**config.mk**
```make
export PLATFORM = sky130hd
export DESIGN_NAME = psa_ram
export DESIGN_NICKNAME = d
export VERILOG_FILES = /design/src/rtl/core/polygon_solid_angle_assert.svh /design/src/rtl/core/psa_ram.sv
export SDC_FILE = /design/constraint.sdc
export NUM_CORES = 1
export LEC_CHECK = 0
export ABC_AREA = 1
export BUFFER_PORTS_ARGS = -buffer_cell sky130_fd_sc_hd__buf_2
export CORE_UTILIZATION = 46
export DETAILED_ROUTE_END_ITERATION = 16
export PLACE_DENSITY = 0.6
export SYNTH_ARGS = -nofsm -noshare
export SYNTH_HDL_FRONTEND = slang
export SYNTH_SLANG_ARGS = --single-unit
```
**constraint.sdc**
```tcl
create_clock -name clk -period 5.8 [get_ports clk]
set_input_delay 0.87 -clock clk [delete_from_list [all_inputs] [get_ports clk]]
set_output_delay 0.87 -clock clk [all_outputs]
set_load 0.02 [all_outputs]
```
**src/rtl/core/polygon_solid_angle_assert.svh**
```systemverilog
// Assertion macros shared by the polygon solid angle RTL.
// Uses the clk and rst signals of the module that expands them.
`ifndef POLYGON_SOLID_ANGLE_ASSERT_SVH
`define POLYGON_SOLID_ANGLE_ASSERT_SVH
`ifndef NO_ASSERTIONS
`define PSA_ASSERT_IMP(lbl, ante, cons) \
  lbl: assert property (@(posedge clk) disable iff (rst) (ante) |-> (cons)) \
    else $error("assertion failed: same-cycle implication");
`define PSA_ASSERT_NEXT(lbl, ante, cons) \
  lbl: assert property (@(posedge clk) disable iff (rst) (ante) |=> (cons)) \
    else $error("assertion failed: next-cycle implication");
`else
`define PSA_ASSERT_IMP(lbl, ante, cons)
`define PSA_ASSERT_NEXT(lbl, ante, cons)
`endif
`endif

```
**src/rtl/core/psa_ram.sv**
```systemverilog
// Generic single-port-write, single-port-read RAM with registered read data.
// Depends on nothing; used for the vertex table.
module psa_ram #(
  parameter int WIDTH = 72,
  parameter int DEPTH = 16
) (
  input  logic                     clk,
  input  logic                     wr_en,
  input  logic [$clog2(DEPTH)-1:0] wr_addr,
  input  logic [WIDTH-1:0]         wr_data,
  input  logic                     rd_en,
  input  logic [$clog2(DEPTH)-1:0] rd_addr,
  output logic [WIDTH-1:0]         rd_data
);

  logic [WIDTH-1:0] mem [DEPTH];

  always_ff @(posedge clk) begin
    if (wr_en) begin
      mem[wr_addr] <= wr_data;
    end
    if (rd_en) begin
      rd_data <= mem[rd_addr];
    end
  end

endmodule

```
==> out/metrics.yaml, run 1 <==
global_routing:
  antenna_found_initial: 17
  grt_first_pass_wirelength_mm: 193.4
  grt_pass1_vias: 31050
  grt_max_degree: 207
  grt_use_total_pct: 22.98
  overflow: 0
status:
  status: "completed"
pwr:
  switchingPower_mw: 4.248
  peakVddDrop_v: 0.0003100
  power.clock.fraction_pct: 41.0
  seqPwrFrac_pct: 53.0
  p_leak_nw: 24.16
  p_int_mw: 14.68
  swShare_pct: 22.45
  power_density_nw_per_um2: 329.6
  combPwrFrac_pct: 6.0
setup_path:
  required_ns: 6.28
  critPathLaunchType: "primary input"
  critPathCaptureType: "register"
  path_class: "primary input to register"
  path_max_fanout: 87
  reg2regPathDepth: 6
  cp_data_arrival_time_ns: 3.37
finish:
  layout_commonest_cell: "nand2_1"
  final.fill_count: 9690
  fin_util_pct: 51.82
  nets: 4915
  syn_to_final_growth_pct: 11.52
  mostFrequentLayoutCells: "nand2_1, edfxtp_1, inv_1, nand3_1, buf_2"
  drive_gt1_share_pct: 7.920
floorplan:
  dieHeight_um: 336.6
  fp.dieW_um: 336.6
  start_util_pct: 46.47
  coreArea_um2: 110800
  rows: 122
  io_pins: 155
  fp.dieArea_um2: 113300
clock_tree:
  cts_buffers: 131
  ctsResizeCount: 0
  insertion_delay_ns: 0.74
  cts.sinks: 1224
  cts_tree: "yes"
  post_cts_buffers: 0
  htree_num_levels: 4
  cts_buffer_depth: 3
  root_buffer: "clkbuf_16"
  clk_pin_slew_ns: 0.06
  ctsHoldBuffers: 0
drt:
  drt-total-wl_mm: 129.6
  met1_length_mm: 56.95
  wl_met2_mm: 60.73
  wl_per_cell_um: 20.19
  routed.top_layer: "met5"
  drt_first_pass_iters: 7
  drt-vias-per-instance: 5.124
  vias: 32890
  postRouteAntennaNets: 0
  met3WireLength_mm: 8.897
  drt-initial-drc-count: 3116
  post-route-drc-count: 0
timing:
  finalWorstSetupSlack_ns: 2.905
  skew_ns: 0.02326
  tns_ns: 0
  setup_violations: 0
  fmax_ghz: 0.3454
  fin_crit_sh_pct: 49.92
  fin_crit_ns: 2.895
  hold_viol_final: 0
  rsz0062_at_grt: "no"
  slew_viol_final: 0
  worstMarginPinSlew_ns: 1.164
  maxSlewHeadroom_pct: 22.40
synth:
  syn_area_per_cell_um2: 10.88
  syn-instance-count: 4731
  yosysSeqAreaShare_pct: 71.38
  synth_top_area_share_pct: 71.38
  syn-num-nets: 4814
  synth_area_leader_cell: "edfxtp_1"
  ys_seq_elements: 1224
  syn-cell-area_um2: 51490
  yosys_warnings: 0
  ys_types: 14
  ys_top_cells_by_area: "edfxtp_1, nand2_1, nand3_1, inv_1, buf_2"
min_path:
  hold_depth: 1
  hp-class: "primary input to register"
placed_design:
  dp_hpwl_mm: 59.14
  pre_cts_slack_ns: 2.199
  numPortBuffers: 154
  routabilityCongestion: 0.7527
flow_run:
  drv_cap: 0
## flip-flops by register name, summed over array words and instances, names as in the netlist
signal and count:
rd_data 72, mem 1152
## power groups by stage
stage | Combinational [mW] | Sequential (mW) | Clock, mW
floorplan | 0.653 | 10.3 | 0
global placement | 1.13 | 10.2 | 0
detailed placement | 1.14 | 10.2 | 0
CTS | 1.15 | 10.0 | 7.88
global route | 1.27 | 10.0 | 8.22
finish | 1.14 | 10.0 | 7.76
## logic make-up after synthesis
logic type | Yosys count | share of synthesized area [%]
and+or+nand+nor | 2401 | 19.62
DFF | 1224 | 71.38
buffers and inverters | 1106 | 9.003
## final cells by class
type	instances	area [um^2]	area share (%)
flip-flops and latches	1224	36760	64.00
multi-input cells	2401	10220	17.80
clock buffers	168	3523	6.135
inverters	870	3312	5.767
well taps	1488	1862	3.242
repair buffers	204	1328	2.312
clock inverters	57	407.9	0.7103
diodes	7	17.52	0.03050
## per-layer routing
metal | vias up | track usage (%)
met4 | 16 | 6.779
met5 | - | 0
met3 | 227 | 3.951
li1 | 15560 | -
met2 | 1055 | 37.12
met1 | 16030 | 31.91
## critical path, stage by stage
cell and delay (ns):
buf_8 0.48, buf_4 0.69, buf_4 0.65, nand2_1 0.12, nand3_1 0.10, nand3_1 0.08
nand3_1 0.13, nand2_1 0.08
## through the flow
step	instances	instance area, um^2	hold slack (ns)	power (mW)
after CTS	6412	57410	0.4615	19.06
final	6419	57430	0.5084	18.93
after detailed placement	6187	53480	0.7137	11.36
after global placement	6187	53480	0.7089	11.34
after floorplan	4731	51490	0.6829	10.91
after global routing	6415	57420	0.4929	19.53
## worst paths after layout
kind / startpoint / endpoint / slack, ns
max: rd_addr[0] / rd_data[0] / 2.90
min: wr_data[31] / mem[9][31] / 0.51
max reg2reg: mem[1][54] / rd_data[54] / 4.45
min reg2reg: mem[14][29] / rd_data[29] / 0.72
## cell usage after synthesis (all sizes together)
library cell	instances
nand3	865
edfxtp	1224
nand2	1517
nor2	17
buf	218
clkbuf	18
inv	870
nand3b	2
Note: power is estimated with default switching activity, not from simulation.
==> run 2: changes to the inputs <==
==> constraint.sdc (replaced) <==
create_clock -name clk -period 2.8 [get_ports clk]
set_input_delay 0.42 -clock clk [delete_from_list [all_inputs] [get_ports clk]]
set_output_delay 0.42 -clock clk [all_outputs]
set_load 0.02 [all_outputs]
==> out/metrics.yaml, run 2 (synthesis results as in run 1) <==
status:
  status: "completed"
pwr:
  swShare_pct: 21.95  # -0.49 points
  power.clock.fraction_pct: 41.7  # +0.7 points
  combPwrFrac_pct: 6.1  # about the same
  power_density_nw_per_um2: 683.5  # +110%
  peakVddDrop_v: 0.0005867  # +89%
  seqPwrFrac_pct: 52.2  # -0.8 points
  p_int_mw: 31.06  # +110%
  switchingPower_mw: 8.735  # +110%
  p_leak_nw: 24.47  # +1.3%
timing:
  slew_viol_final: 0  # unchanged
  fin_crit_sh_pct: 66.38
  fmax_ghz: 0.5380
  setup_violations: 0  # unchanged
  worstMarginPinSlew_ns: 0.9283  # -0.2356 ns
  holdWs_ns: 0.07252  # -0.4359 ns
  rsz0062_at_grt: "no"
  fin_crit_ns: 1.859
  hold_viol_final: 0  # unchanged
  skew_ns: 0.02303  # -0.0002360 ns
  maxSlewHeadroom_pct: 38.11  # +16 points
floorplan:
  start_util_pct: 46.47  # unchanged
  rows: 122  # unchanged
  io_pins: 155  # unchanged
  fp.dieArea_um2: 113300  # unchanged
  fp.dieW_um: 336.6  # unchanged
  dieHeight_um: 336.6  # unchanged
  coreArea_um2: 110800  # unchanged
drt:
  wl_per_cell_um: 19.77  # -2.1%
  postRouteAntennaNets: 0  # unchanged
  drt_first_pass_iters: 6  # -1
  drt-total-wl_mm: 127.6  # -1.5%
  vias: 32430  # -1.4%
  drt-initial-drc-count: 2959  # -5.0%
  post-route-drc-count: 0  # unchanged
  drt-vias-per-instance: 5.024  # -2.0%
setup_path:
  slowest_delay_ns: 0.51  # -0.18 ns
  cp_data_arrival_time_ns: 1.44  # -1.93 ns
  cpMaxStageDelayCell: "edfxtp_1"
  path_class: "register to output port"
  critPathCaptureType: "output port"
  critPathLaunchType: "register"
  path_max_fanout: 1  # -99%
  cp_cell_sequence: "buf_2"
  timing.critical_path.buf_inv: 1  # -2
  required_ns: 2.38  # -3.90 ns
  critical_path.top_delay_family: "flip-flops"
flow_run:
  drv_cap: 0  # unchanged
clock_tree:
  post_cts_buffers: 0  # unchanged
  clk_pin_slew_ns: 0.06  # about the same
  insertion_delay_ns: 0.72  # -0.02 ns
  htree_num_levels: 4  # unchanged
  ctsHoldBuffers: 0  # unchanged
  cts_buffers: 131  # unchanged
  cts.sinks: 1224  # unchanged
  cts_buffer_depth: 3  # unchanged
  root_buffer: "clkbuf_16"
  cts_tree: "yes"
  ctsResizeCount: 0  # unchanged
finish:
  top_regs: "mem (1152), rd_data (72)"
  syn_to_final_growth_pct: 13.05
  layout_commonest_cell: "nand2_1"
  final_cells: 6455  # +0.56%
  largest_reg_flops: 1152  # unchanged
  top_register: "mem"
  drive_gt1_share_pct: 8.311  # +0.39 points
  nets: 4939  # +0.49%
  mostFrequentLayoutCells: "nand2_1, edfxtp_1, inv_1, nand3_1, buf_2"
min_path:
  hp-class: "primary input to register"
global_routing:
  antenna_found_initial: 18  # +1
  grt_use_total_pct: 22.73  # -0.24 points
  grt_pass1_vias: 31200  # +0.49%
  grt_max_degree: 151  # -27%
  overflow: 0  # unchanged
  grt_first_pass_wirelength_mm: 192.3  # -0.54%
placed_design:
  routabilityCongestion: 0.7530  # about the same
  dp_hpwl_mm: 61.31  # +3.7%
  numPortBuffers: 154  # unchanged
  dp_cells: 6211  # +0.39%
==> run 2: changes by cell type in the layout (fill, tap and decap cells not counted), moves of 2 or more <==
cell,delta
bufinv_16,+5
buf_4,-11
clkinv_4,+3
inv_6,-2
clkinv_8,-5
clkbuf_16,+3
buf_12,+35
diode_2,+3
clkinv_2,-6
clkinv_1,+12
==> run 2: metrics by stage <==
stage,utilization [%],total power [mW],cell area (um^2),setup TNS [ns],setup slack (ns)
after floorplan,-,22.60,51530,-199.66,-0.2047
after global placement,48.81,23.56,54100,0,0.5681
after detailed placement,48.81,23.60,54100,0,0.5641
after CTS,52.51,40.12,58190,0,0.8855
after global routing,52.52,41.05,58200,0,0.8931
final,52.53,39.79,58210,0,0.9413
==> run 2: final cells by class <==
| type | instances | area, um^2 |
|---|---|---|
| fill | 9544 | 52610 |
| sequential | 1224 | 36760 |
| multi-input combinational | 2401 | 10220 |
| clock buffer | 170 | 3595 |
| inverter | 870 | 3312 |
| timing repair buffer | 228 | 1946 |
| tap | 1488 | 1862 |
| clock inverter | 64 | 496.7 |
| antenna | 10 | 25.02 |
==> run 2: path summary, 6_finish.rpt <==
path | start | to | slack, ns | cells past startpoint
min reg2reg | mem[2][31] | rd_data[31] | 0.72 | 6
max | rd_data[21] | rd_data[21] | 0.94 | 1
min | wr_data[40] | mem[3][40] | 0.07 | 1
max reg2reg | mem[9][17] | rd_data[17] | 1.62 | 6
==> run 2: routing by layer <==
layer / up-vias / track usage [%] / share of wire (%)
met1: 15640 / 30.85 / 43
met4: 18 / 6.267 / 1.8
li1: 15620 / - / -
met5: - / 0 / 0.082
met3: 189 / 4.078 / 6.8
met2: 960 / 37.60 / 48
==> run 2: power by group through the flow <==
stage	Combinational [mW]	Clock, mW	Sequential (mW)
4_1_cts	2.44	16.9	20.8
6_report	2.42	16.6	20.8
2_1_floorplan	1.36	0	21.2
3_3_place_gp	2.40	0	21.2
3_5_place_dp	2.44	0	21.2
5_1_grt	2.68	17.6	20.8
